## config.mk

```make
export PLATFORM = sky130hd
export DESIGN_NAME = serial_touch_packet_median_filter
export DESIGN_NICKNAME = d
export VERILOG_FILES = /design/src/sv/tpmf_pkg.sv /design/src/sv/tpmf_parser.sv /design/src/sv/tpmf_cell.sv /design/src/sv/serial_touch_packet_median_filter.sv
export SDC_FILE = /design/constraint.sdc
export NUM_CORES = 1
export LEC_CHECK = 0
export BUFFER_PORTS_ARGS = -buffer_cell sky130_fd_sc_hd__buf_2
export CAP_MARGIN = 20
export CORE_MARGIN = 1.5
export CORE_UTILIZATION = 40
export CTS_CLUSTER_DIAMETER = 200
export DETAILED_ROUTE_END_ITERATION = 7
export PLACE_DENSITY = 0.59
export SETUP_SLACK_MARGIN = 0.15
export SLEW_MARGIN = 25
export SYNTH_ARGS = -nofsm -noshare
export SYNTH_HDL_FRONTEND = slang
export SYNTH_SLANG_ARGS = --single-unit
```

## constraint.sdc

```tcl
create_clock -name clock -period 8.2 [get_ports clock]
set_input_delay 1.64 -clock clock [delete_from_list [all_inputs] [get_ports clock]]
set_output_delay 1.64 -clock clock [all_outputs]
set_load 0.05 [all_outputs]
```

## src/sv/tpmf_pkg.sv

```systemverilog
// Shared types and constants for the serial touch packet median filter.
`timescale 1ns / 1ps

package tpmf_pkg;

   localparam int COORD_W   = 14;
   localparam int BYTE_W    = 8;
   localparam int DATA_W    = 7;
   localparam int TIMEOUT_W = 16;

   localparam int LEAD_BIT  = 7;
   localparam int PRESS_BIT = 6;

   localparam logic [TIMEOUT_W-1:0] TIMEOUT_RESET = 16'd100;
   localparam logic [TIMEOUT_W-1:0] IDLE_MAX      = 16'hFFFF;

   localparam logic OP_BYTE = 1'b0;
   localparam logic OP_TICK = 1'b1;

   localparam logic KIND_TOUCH   = 1'b0;
   localparam logic KIND_RELEASE = 1'b1;

   // completed packet from the parser
   typedef struct packed {
      logic               done;
      logic               press;
      logic [COORD_W-1:0] x;
      logic [COORD_W-1:0] y;
   } pkt_type;

endpackage

```

## src/sv/tpmf_parser.sv

```systemverilog
// Byte parser: assembles lead byte plus four 7-bit data bytes into a packet.
`timescale 1ns / 1ps

module tpmf_parser (
   input  logic                          clock,
   input  logic                          reset,
   input  logic                          byte_valid,
   input  logic [tpmf_pkg::BYTE_W-1:0]   data_byte,
   output tpmf_pkg::pkt_type             pkt
);
   import tpmf_pkg::*;

   typedef enum logic [2:0] {
      PH_LEAD,
      PH_XLO,
      PH_XHI,
      PH_YLO,
      PH_YHI
   } phase_type;

   phase_type          phase_ff, phase_in;
   logic [COORD_W-1:0] x_ff, x_in;
   logic [COORD_W-1:0] y_ff, y_in;
   logic               press_ff, press_in;
   logic [COORD_W-1:0] high_part;
   logic [COORD_W-1:0] low_part;

   assign low_part  = COORD_W'(data_byte[DATA_W-1:0]);
   assign high_part = {data_byte[DATA_W-1:0], {(COORD_W-DATA_W){1'b0}}};

   always_comb begin
      phase_in  = phase_ff;
      x_in      = x_ff;
      y_in      = y_ff;
      press_in  = press_ff;
      pkt.done  = 1'b0;
      pkt.press = press_ff;
      pkt.x     = x_ff;
      pkt.y     = y_ff + high_part;
      if (byte_valid) begin
         if (data_byte[LEAD_BIT]) begin
            // lead byte restarts parsing, even mid packet
            phase_in = PH_XLO;
            x_in     = '0;
            y_in     = '0;
            press_in = data_byte[PRESS_BIT];
         end else begin
            case (phase_ff)
               PH_LEAD: begin
                  phase_in = PH_LEAD;
               end
               PH_XLO: begin
                  x_in     = low_part;
                  phase_in = PH_XHI;
               end
               PH_XHI: begin
                  x_in     = x_ff + high_part;
                  phase_in = PH_YLO;
               end
               PH_YLO: begin
                  y_in     = low_part;
                  phase_in = PH_YHI;
               end
               PH_YHI: begin
                  y_in     = y_ff + high_part;
                  phase_in = PH_LEAD;
                  pkt.done = 1'b1;
               end
               default: begin
                  phase_in = PH_LEAD;
               end
            endcase
         end
      end
   end

   always_ff @(posedge clock) begin
      if (reset) begin
         phase_ff <= PH_LEAD;
         x_ff     <= '0;
         y_ff     <= '0;
         press_ff <= 1'b0;
      end else begin
         phase_ff <= phase_in;
         x_ff     <= x_in;
         y_ff     <= y_in;
         press_ff <= press_in;
      end
   end

endmodule

```

## src/sv/tpmf_cell.sv

```systemverilog
// Window cell: holds one x/y sample, shifts it on, and ranks its next value.
`timescale 1ns / 1ps

module tpmf_cell #(
   parameter int DEPTH = 5,
   parameter int INDEX = 0
) (
   input  logic                                    clock,
   input  logic                                    shift,
   input  logic [tpmf_pkg::COORD_W-1:0]            x_shift_in,
   input  logic [tpmf_pkg::COORD_W-1:0]            y_shift_in,
   input  logic [DEPTH-1:0][tpmf_pkg::COORD_W-1:0] win_x,
   input  logic [DEPTH-1:0][tpmf_pkg::COORD_W-1:0] win_y,
   output logic [tpmf_pkg::COORD_W-1:0]            x_q,
   output logic [tpmf_pkg::COORD_W-1:0]            y_q,
   output logic [tpmf_pkg::COORD_W-1:0]            x_next,
   output logic [tpmf_pkg::COORD_W-1:0]            y_next,
   output logic                                    x_pick,
   output logic                                    y_pick
);
   import tpmf_pkg::*;

   localparam int RANK_W = $clog2(DEPTH);
   localparam logic [RANK_W-1:0] MID = RANK_W'(DEPTH / 2);

   logic [COORD_W-1:0] x_ff, x_in;
   logic [COORD_W-1:0] y_ff, y_in;
   logic [RANK_W-1:0]  x_rank;
   logic [RANK_W-1:0]  y_rank;

   assign x_in   = shift ? x_shift_in : x_ff;
   assign y_in   = shift ? y_shift_in : y_ff;
   assign x_q    = x_ff;
   assign y_q    = y_ff;
   assign x_next = x_in;
   assign y_next = y_in;

   // rank = values below this one, ties broken by cell position
   always_comb begin
      x_rank = '0;
      y_rank = '0;
      for (int j = 0; j < DEPTH; j++) begin
         if (j != INDEX) begin
            if (win_x[j] < x_in || (win_x[j] == x_in && j < INDEX))
               x_rank = x_rank + 1'b1;
            if (win_y[j] < y_in || (win_y[j] == y_in && j < INDEX))
               y_rank = y_rank + 1'b1;
         end
      end
   end

   assign x_pick = (x_rank == MID);
   assign y_pick = (y_rank == MID);

   always_ff @(posedge clock) begin
      x_ff <= x_in;
      y_ff <= y_in;
   end

endmodule

```

## src/sv/serial_touch_packet_median_filter.sv

```systemverilog
// Top level: serial touch packet decoder with a rolling median over a cell chain.
// Result: registered, on rsp_tvalid in the cycle after the transaction that produces it.
// Throughput: one transaction per cycle while req_tready is high; the window chain shifts and the
// rank compare across all cells completes within that cycle.
// req_tready drops only while a result waits and rsp_tready is low.
// Reset (synchronous, active high) clears parser, fill count, touch state,
// idle counter and output valid, and loads timeout_ticks with 100.
`timescale 1ns / 1ps

module serial_touch_packet_median_filter #(
   parameter int WINDOW_DEPTH = 5
) (
   input  logic        clock,
   input  logic        reset,
   // request channel
   input  logic        req_tvalid,
   output logic        req_tready,
   input  logic [7:0]  req_tdata,   // [7:0] data_byte
   input  logic        req_tuser,   // [0] op (0 = byte, 1 = tick)
   // response channel
   output logic        rsp_tvalid,
   input  logic        rsp_tready,
   output logic [31:0] rsp_tdata,   // [13:0] pos_x, [27:14] pos_y, [31:28] zero
   output logic        rsp_tuser,   // [0] kind (0 = touch, 1 = release)
   // configuration: timeout_ticks
   input  logic        csr_tvalid,
   output logic        csr_tready,
   input  logic [15:0] csr_tdata
);
   import tpmf_pkg::*;

   localparam int FILL_W = $clog2(WINDOW_DEPTH + 1);
   localparam logic [FILL_W-1:0] FULL = FILL_W'(WINDOW_DEPTH);

   logic                accept;
   logic                byte_acc;
   logic                tick_acc;
   pkt_type             pkt;
   logic                push;

   logic [FILL_W-1:0]    fill_ff, fill_in;
   logic                 down_ff, down_in;
   logic [TIMEOUT_W-1:0] idle_ff, idle_in;
   logic [TIMEOUT_W-1:0] idle_inc;
   logic [TIMEOUT_W-1:0] limit;
   logic [TIMEOUT_W-1:0] timeout_ff;

   logic                 emit;
   logic                 emit_kind;
   logic                 emit_median;
   logic [COORD_W-1:0]   med_x;
   logic [COORD_W-1:0]   med_y;

   logic                 rsp_valid_ff;
   logic                 rsp_kind_ff;
   logic [COORD_W-1:0]   rsp_x_ff;
   logic [COORD_W-1:0]   rsp_y_ff;

   logic [WINDOW_DEPTH-1:0][COORD_W-1:0] cell_x_q;
   logic [WINDOW_DEPTH-1:0][COORD_W-1:0] cell_y_q;
   logic [WINDOW_DEPTH-1:0][COORD_W-1:0] cell_x_next;
   logic [WINDOW_DEPTH-1:0][COORD_W-1:0] cell_y_next;
   logic [WINDOW_DEPTH-1:0]              cell_x_pick;
   logic [WINDOW_DEPTH-1:0]              cell_y_pick;

   // hold new transactions only while a result is stuck downstream
   assign req_tready = !rsp_valid_ff || rsp_tready;
   assign accept     = req_tvalid && req_tready;
   assign byte_acc   = accept && (req_tuser == OP_BYTE);
   assign tick_acc   = accept && (req_tuser == OP_TICK);
   assign csr_tready = 1'b1;

   tpmf_parser u_parser (
      .clock      (clock),
      .reset      (reset),
      .byte_valid (byte_acc),
      .data_byte  (req_tdata),
      .pkt        (pkt)
   );

   // a finished press packet advances the window chain by one sample
   assign push = pkt.done && pkt.press;

   for (genvar i = 0; i < WINDOW_DEPTH; i++) begin : g_cell
      logic [COORD_W-1:0] x_src;
      logic [COORD_W-1:0] y_src;
      if (i == 0) begin : g_head
         assign x_src = pkt.x;
         assign y_src = pkt.y;
      end else begin : g_link
         assign x_src = cell_x_q[i-1];
         assign y_src = cell_y_q[i-1];
      end
      tpmf_cell #(
         .DEPTH (WINDOW_DEPTH),
         .INDEX (i)
      ) u_cell (
         .clock      (clock),
         .shift      (push),
         .x_shift_in (x_src),
         .y_shift_in (y_src),
         .win_x      (cell_x_next),
         .win_y      (cell_y_next),
         .x_q        (cell_x_q[i]),
         .y_q        (cell_y_q[i]),
         .x_next     (cell_x_next[i]),
         .y_next     (cell_y_next[i]),
         .x_pick     (cell_x_pick[i]),
         .y_pick     (cell_y_pick[i])
      );
   end

   // exactly one cell holds each median rank; OR the picked values together
   always_comb begin
      med_x = '0;
      med_y = '0;
      for (int i = 0; i < WINDOW_DEPTH; i++) begin
         if (cell_x_pick[i])
            med_x = med_x | cell_x_next[i];
         if (cell_y_pick[i])
            med_y = med_y | cell_y_next[i];
      end
   end

   assign limit    = (timeout_ff == '0) ? TIMEOUT_W'(1) : timeout_ff;
   assign idle_inc = (idle_ff == IDLE_MAX) ? idle_ff : idle_ff + 1'b1;

   always_comb begin
      fill_in     = fill_ff;
      down_in     = down_ff;
      idle_in     = idle_ff;
      emit        = 1'b0;
      emit_kind   = KIND_TOUCH;
      emit_median = 1'b0;
      if (tick_acc) begin
         if (down_ff) begin
            idle_in = idle_inc;
            // idle run reached the limit: force a release
            if (idle_inc >= limit) begin
               fill_in   = '0;
               down_in   = 1'b0;
               idle_in   = '0;
               emit      = 1'b1;
               emit_kind = KIND_RELEASE;
            end
         end
      end else if (byte_acc) begin
         idle_in = '0;
         if (pkt.done) begin
            if (pkt.press) begin
               if (fill_ff < FULL)
                  fill_in = fill_ff + 1'b1;
               // report once the window holds a full set of samples
               if (fill_in >= FULL) begin
                  down_in     = 1'b1;
                  emit        = 1'b1;
                  emit_kind   = KIND_TOUCH;
                  emit_median = 1'b1;
               end
            end else begin
               // release packet: report it and drop the window
               fill_in   = '0;
               down_in   = 1'b0;
               emit      = 1'b1;
               emit_kind = KIND_RELEASE;
            end
         end
      end
   end

   always_ff @(posedge clock) begin
      if (reset) begin
         fill_ff      <= '0;
         down_ff      <= 1'b0;
         idle_ff      <= '0;
         timeout_ff   <= TIMEOUT_RESET;
         rsp_valid_ff <= 1'b0;
      end else begin
         fill_ff <= fill_in;
         down_ff <= down_in;
         idle_ff <= idle_in;
         if (csr_tvalid && csr_tready)
            timeout_ff <= csr_tdata;
         if (emit)
            rsp_valid_ff <= 1'b1;
         else if (rsp_tready)
            rsp_valid_ff <= 1'b0;
      end
   end

   // result payload; zero coordinates on release
   always_ff @(posedge clock) begin
      if (emit) begin
         rsp_kind_ff <= emit_kind;
         rsp_x_ff    <= emit_median ? med_x : '0;
         rsp_y_ff    <= emit_median ? med_y : '0;
      end
   end

   assign rsp_tvalid = rsp_valid_ff;
   assign rsp_tuser  = rsp_kind_ff;
   assign rsp_tdata  = {4'b0000, rsp_y_ff, rsp_x_ff};

endmodule
```

==> results of run 1 <==
## layout make-up
type	instances	area [sq um]
fill	4865	26540
inverter	222	833.3
clock inverter	11	87.58
clock buffer	45	888.4
antenna	1	2.502
tap	664	830.8
multi-input combinational	1770	13430
timing repair buffer	164	1181
sequential	238	5055
## cells in the final DEF (no fill, tap or decap), types with 16 or more instances in the layout
cell type / n
ha_1: 296
inv_1: 218
dfxtp_1: 209
nand2_1: 198
nor2_1: 146
mux2i_1: 126
a21oi_1: 111
buf_4: 96
o21ai_0: 91
a21o_1: 68
buf_2: 60
nand3_1: 56
xnor2_1: 50
nand4_1: 42
nor3_1: 40
o211ai_1: 34
clkbuf_16: 31
nand2b_1: 29
edfxtp_1: 29
o221ai_1: 27
nor2b_1: 24
xor2_1: 24
and3_1: 21
a211oi_1: 19
o21a_1: 16
a2111oi_0: 16
a31o_2: 16
## power by group through the flow
stage	Clock [mW]	Combinational [mW]	Sequential [mW]
after global placement	0	0.0757	1.22
final	1.32	0.0777	1.19
after floorplan	0	0.0553	1.21
after global routing	1.39	0.0868	1.19
after detailed placement	0	0.0778	1.22
after CTS	1.34	0.0780	1.19
## worst min-delay path by stage
stage                              from                       end  slack, ps  depth (start not counted)
5_1_grt        g_cell[0].u_cell.y_q[10]  g_cell[0].u_cell.y_q[10]        520                          2
6_report              u_parser.y_ff[12]         u_parser.y_ff[12]        500                          2
3_5_place_dp          u_parser.y_ff[12]         u_parser.y_ff[12]        490                          2
3_3_place_gp          u_parser.y_ff[12]         u_parser.y_ff[12]        470                          2
2_1_floorplan          u_parser.x_ff[0]          u_parser.x_ff[0]        430                          2
4_1_cts         g_cell[0].u_cell.y_q[5]   g_cell[1].u_cell.y_q[5]        490                          2
## sequential cells by signal, summed over array words and instances, names as in the netlist
signal / flops
u_parser.press_ff: 1
rsp_x_ff: 14
rsp_tvalid: 1
idle_ff: 16
g_cell.u_cell.y_q: 70
rsp_tuser: 1
u_parser.y_ff: 14
down_ff: 1
fill_ff: 3
g_cell.u_cell.x_q: 70
u_parser.x_ff: 14
timeout_ff: 16
rsp_y_ff: 14
u_parser.phase_ff: 3
## worst register-to-register path: stages, from the launching register on
cell	delay [ps]
dfxtp_1	670
inv_1	320
nor4_4	390
buf_12	220
mux2i_1	620
ha_1	260
and3_1	170
and3_1	270
o211ai_1	150
a211oi_1	280
buf_4	180
o21ai_1	80
o21ai_1	360
and2_1	370
inv_1	160
ha_1	310
inv_1	120
xnor2_1	150
inv_1	60
ha_1	280
inv_1	60
o31ai_2	450
buf_4	290
nand3_1	100
o221ai_1	300
## per-stage QoR
| stage | hold WS, ps | std cells |
|---|---|---|
| final | 495.0 | 3115 |
| after global routing | 518.9 | 3115 |
| after CTS | 494.5 | 3114 |
| after global placement | 471.4 | 3058 |
| after detailed placement | 486.8 | 3058 |
| after floorplan | 431.2 | 2336 |
## logic make-up after synthesis
| group | synth area share |
|---|---|
| simple gates | 0.1655 |
| compound gates | 0.2130 |
| buf+inv | 0.06659 |
| fa+ha+maj | 0.1951 |
| flops | 0.2560 |
| mux | 0.07065 |
| xor+xnor | 0.03282 |
| other cells | 0.0003803 |
## per-layer routing
layer,global-route usage,part of all wire,vias to the layer above
li1,-,-,8754
met4,0.1002,0.038,0
met2,0.4291,0.46,596
met3,0.03038,0.055,135
met1,0.3516,0.45,8658
met5,0,0,-
==> flow_metrics.py, run 1 <==
metrics = {
    "sta": {
        "fin_crit_ps": 7479,
        "setup_viol": 0,
        "slew_viol_final": 0,
        "maxSlewHeadroom": 0.3861,
        "rsz0062_at_grt": "false",
        "worstMarginPinSlew_ps": 915.3,
        "fin_crit_sh": 0.9121,
        "setup-tns-final_ps": 0,
        "clock_skew_ps": 49.80,
        "fmax_ghz": 0.1337,
        "fin_ws_ps": 720.8,
        "hold_viol_final": 0,
    },
    "drt": {
        "drt_drc_violations_left": 0,
        "viasPerCell": 5.824,
        "wl_per_cell_um": 21.52,
        "vias": 18143,
        "route.antenna.remaining_nets": 0,
        "wl_mm": 67.05,
        "dr.first_iter.drc_count": 1526,
        "dr.pass1.iters": 6,
    },
    "synth": {
        "synth.ff_latch_count": 238,
        "synthFlopType": "dfxtp_1",
        "synth-async-reset-ratio": 0,
        "mappedNetlistArea_sq_um": 19750,
        "synth_warnings": 0,
        "synthTopCellsByArea": "dfxtp_1 (21%), ha_1 (19%), mux2i_1 (6.4%), edfxtp_1 (4.4%), inv_1 (4.1%)",
        "synth_edf_count": 29,
        "synth_common_cells": "ha_1 (296), inv_1 (218), dfxtp_1 (209), nand2_1 (198), nor2_1 (146)",
        "synth_top_cell_area_share": 0.2119,
        "synth.most_common_cell": "ha_1",
        "synthDistinctLibCells": 98,
        "avgSynthCellArea_sq_um": 8.465,
        "synth.largest_area_cell": "dfxtp_1",
        "yosysSeqAreaShare": 0.2560,
        "synthesis.instances": 2333,
    },
    "worst_setup_path": {
        "cp-end-kind": "flip-flop",
        "crit_cells": 23,
        "crit_path_top_delay_cell": "mux2i_1",
        "cp_top_family": "compound AO/OA/AOI/OAI gates",
        "cp.buffers_inverters": 3,
        "r2r_start": "u_parser.press_ff",
        "ff2ff_setup_slack_ps": 1340,
        "worstPathRequired_ps": 8510,
        "crit_path_start_kind": "input port",
        "r2r_end": "rsp_x_ff[13]",
        "crit_start": "req_tdata[7]",
        "cpMostUsedCell": "ha_1",
        "rr_worst_depth": 24,
        "cp_slowest_stage_delay_ps": 570,
        "path_cells": "buf_2 -> nor4b_4 -> nand4_4 -> mux2i_1 -> inv_1 -> ha_1 -> a31oi_1 -> a21boi_0 -> a2bb2oi_1 -> a221o_1 -> a211oi_1 -> nand2_1 -> ha_1 -> xnor2_1 -> ha_1 -> nor2b_1 -> o21ai_0 -> nor3_1 -> o31ai_2 -> buf_4 -> o22ai_1 -> o21ai_0 -> o221ai_1",
        "cp-endpoint": "rsp_x_ff[4]",
        "worstSetupPathType": "input port to flip-flop",
        "crit_fanout": 12,
        "worstPathArrival_ps": 7790,
    },
    "global_route": {
        "gr-usage-all-layers": 0.2619,
        "globalRouteOverflowTotal": 0,
        "grt_pass1_wl_mm": 103.0,
        "grt_pass1_vias": 17513,
        "antenna_found_initial": 1,
        "grt_max_degree": 60,
    },
    "placement": {
        "io_buffers": 60,
        "pre_cts_ws_ps": 174.6,
        "place_area_sq_um": 21320,
        "hpwl_mm": 52.43,
        "gp_congestion": 0.9624,
    },
    "flow_run": {
        "maxCapViolCount": 0,
    },
    "floorplanning": {
        "core_sq_um": 48850,
        "start_util": 0.4043,
        "fp-row-count": 81,
        "die_y_um": 225.2,
        "dieWidth_um": 225.2,
        "dieArea_sq_um": 50710,
        "io-pin-count": 66,
    },
    "cells_and_area": {
        "post-route-util": 0.4566,
        "nNetsFinal": 2754,
        "area_growth_pct": 12.95,
        "stdcell_area_sq_um": 22310,
        "drive_gt1_frac": 0.1192,
    },
    "power_and_ir_drop": {
        "p_int_mw": 1.958,
        "p_sw_frac": 0.2427,
        "combPwrFrac": 0.030,
        "p_seq_frac": 0.460,
        "switchingPower_mw": 0.6276,
        "leakagePower_nw": 10.98,
        "finalPower_mw": 2.586,
        "ir_drop_mv": 0.1471,
        "clkPwrFrac": 0.510,
        "p_per_area_nw_per_um2": 115.9,
    },
    "cts": {
        "cts-root-buf": "clkbuf_16",
        "path_clk_slew_ps": 60,
        "post_cts_buffers": 0,
        "cts.sinks": 238,
        "postCtsHoldBufs": 0,
        "cts_resized": 0,
        "clock_latency_ps": 620,
        "cts_buffer_depth": 3,
        "h-tree-depth": 1,
        "cts_buffers": 30,
        "cts_tree": "built",
    },
    "hold_path": {
        "hp-class": "flip-flop to flip-flop",
    },
    "run_status": {
        "outcome": "completed",
    },
}
(Power assumes the default switching activity.)
==> inputs of run 2 (changes only) <==
- BUFFER_PORTS_ARGS: -buffer_cell sky130_fd_sc_hd__buf_2 -> not set
- CORE_UTILIZATION: 40 -> 60
- CTS_CLUSTER_SIZE: not set -> 30
- DONT_BUFFER_PORTS: not set -> 1
- PLACE_DENSITY: 0.59 -> 0.81
==> flow_metrics.py, run 2 (synthesis results as in run 1) <==
metrics = {
    "worst_setup_path": {
        "crit_fanout": 37,
        "crit_start": "req_tdata[7]",
        "worstPathRequired_ps": 8420,
        "worstSetupPathType": "input port to flip-flop",
        "worstPathArrival_ps": 8070,
        "crit_path_start_kind": "input port",
        "r2r_start": "u_parser.phase_ff[2]",
        "cp-end-kind": "flip-flop",
    },
    "sta": {
        "fin_crit_sh": 0.9582,
        "slew_viol_final": 0,
        "worstMarginPinSlew_ps": 996.4,
        "fin_crit_ps": 7857,
        "rsz0062_at_grt": "false",
        "fmax_ghz": 0.1273,
        "maxSlewHeadroom": 0.3313,
        "setup_viol": 0,
        "setup-tns-final_ps": 0,
        "clock_skew_ps": 25.63,
        "hold_viol_final": 0,
    },
    "power_and_ir_drop": {
        "leakagePower_nw": 10.24,
        "p_per_area_nw_per_um2": 92.04,
        "clkPwrFrac": 0.348,
        "p_int_mw": 1.467,
        "finalPower_mw": 1.909,
        "switchingPower_mw": 0.4421,
        "combPwrFrac": 0.030,
        "p_seq_frac": 0.623,
        "ir_drop_mv": 0.1204,
        "p_sw_frac": 0.2315,
    },
    "cts": {
        "h-tree-depth": 1,
        "clock_latency_ps": 500,
        "cts-root-buf": "clkbuf_16",
        "cts_buffers": 11,
        "cts_buffer_depth": 3,
        "postCtsHoldBufs": 0,
        "path_clk_slew_ps": 130,
        "post_cts_buffers": 0,
        "cts_resized": 0,
        "cts_tree": "built",
        "cts.sinks": 238,
    },
    "run_status": {
        "outcome": "completed",
    },
    "drt": {
        "wl_mm": 61.05,
        "dr.first_iter.drc_count": 1793,
        "wl_per_cell_um": 22.15,
        "dr.pass1.iters": 6,
        "vias": 18095,
        "route.antenna.remaining_nets": 0,
        "viasPerCell": 6.566,
        "drt_drc_violations_left": 0,
    },
    "placement": {
        "hpwl_mm": 47.51,
        "place_inst": 2739,
        "gp_congestion": 1.021,
        "io_buffers": 0,
    },
    "floorplanning": {
        "die_y_um": 184.4,
        "dieWidth_um": 184.4,
        "core_sq_um": 32450,
        "start_util": 0.6085,
        "dieArea_sq_um": 34010,
        "io-pin-count": 66,
        "fp-row-count": 66,
    },
    "cells_and_area": {
        "antenna_cells": 0,
        "finalNonFillerCells": 2756,
        "drive_gt1_frac": 0.06871,
        "nNetsFinal": 2638,
        "area_growth_pct": 5.043,
        "final_cell_mix": "ha_1 (296), inv_1 (218), dfxtp_1 (209)",
        "post-route-util": 0.6392,
        "multiInputGateArea_sq_um": 13430,
        "final_common_cell": "ha_1",
        "n_fill_cell": 2739,
        "regArea_sq_um": 5055,
    },
    "global_route": {
        "gr-usage-all-layers": 0.3537,
        "grt_pass1_vias": 17171,
        "grt_pass1_wl_mm": 94.27,
        "grt_max_degree": 54,
        "antenna_found_initial": 1,
        "globalRouteOverflowTotal": 0,
    },
    "flow_run": {
        "maxCapViolCount": 0,
    },
    "hold_path": {
        "hold_start": "u_parser.x_ff[6]",
        "hp-class": "flip-flop to flip-flop",
    },
}
==> run 2: stage by stage <==
stage / worst slack [ps] / hold slack, ps / cell area (sq um)
2_1_floorplan: 235.6 / 431.2 / 19780
3_3_place_gp: 211.1 / 471.2 / 20420
3_5_place_dp: 12.03 / 489.4 / 20430
4_1_cts: 546.9 / 513.6 / 20740
5_1_grt: 219.9 / 515.3 / 20740
6_report: 342.8 / 508.8 / 20740
==> run 2: critical path: stages <==
cell      delay [ps]
nor4b_4          300
nand4_4          400
buf_12           350
nand2_1          110
a21boi_0         560
inv_1            150
ha_1             340
a21o_1           180
a21o_1           170
a221o_1          320
a221oi_1         550
o221ai_1         400
or2_2            440
ha_1             350
xnor2_1          150
ha_1             280
nor2b_1          140
o21ai_0           70
mux4_2           490
nor2_1            70
a31o_2           210
o21ai_0          200
o221ai_1         170
==> run 2: layout make-up <==
type                       instances  share of cell area
inverter                         222             0.04017
clock buffer                      17             0.01484
timing repair buffer              67             0.02726
multi-input combinational       1770              0.6474
tap                              442             0.02666
sequential                       238              0.2437
==> run 2: power by group through the flow <==
stage          combinational, mW  clock, mW  sequential, mW
2_1_floorplan             0.0553          0            1.21
3_3_place_gp              0.0534          0            1.21
3_5_place_dp              0.0558          0            1.21
4_1_cts                   0.0562      0.671            1.19
5_1_grt                   0.0630      0.703            1.19
6_report                  0.0567      0.664            1.19
==> run 2: per-layer routing <==
layer	vias up	track usage	part of all wire
met4	0	0.1662	0.051
met2	894	0.5795	0.45
met5	-	0	0
li1	8497	-	-
met3	178	0.04584	0.087
met1	8526	0.4611	0.41
==> run 2: final timing paths <==
| path | to | slack (ps) | cells after the start |
|---|---|---|---|
| worst max-delay path | rsp_y_ff[7] | 340 | 23 |
| worst max register to register | rsp_y_ff[7] | 950 | 23 |
| worst min register to register | u_parser.x_ff[6] | 510 | 2 |
| worst min-delay path | u_parser.x_ff[6] | 510 | 2 |
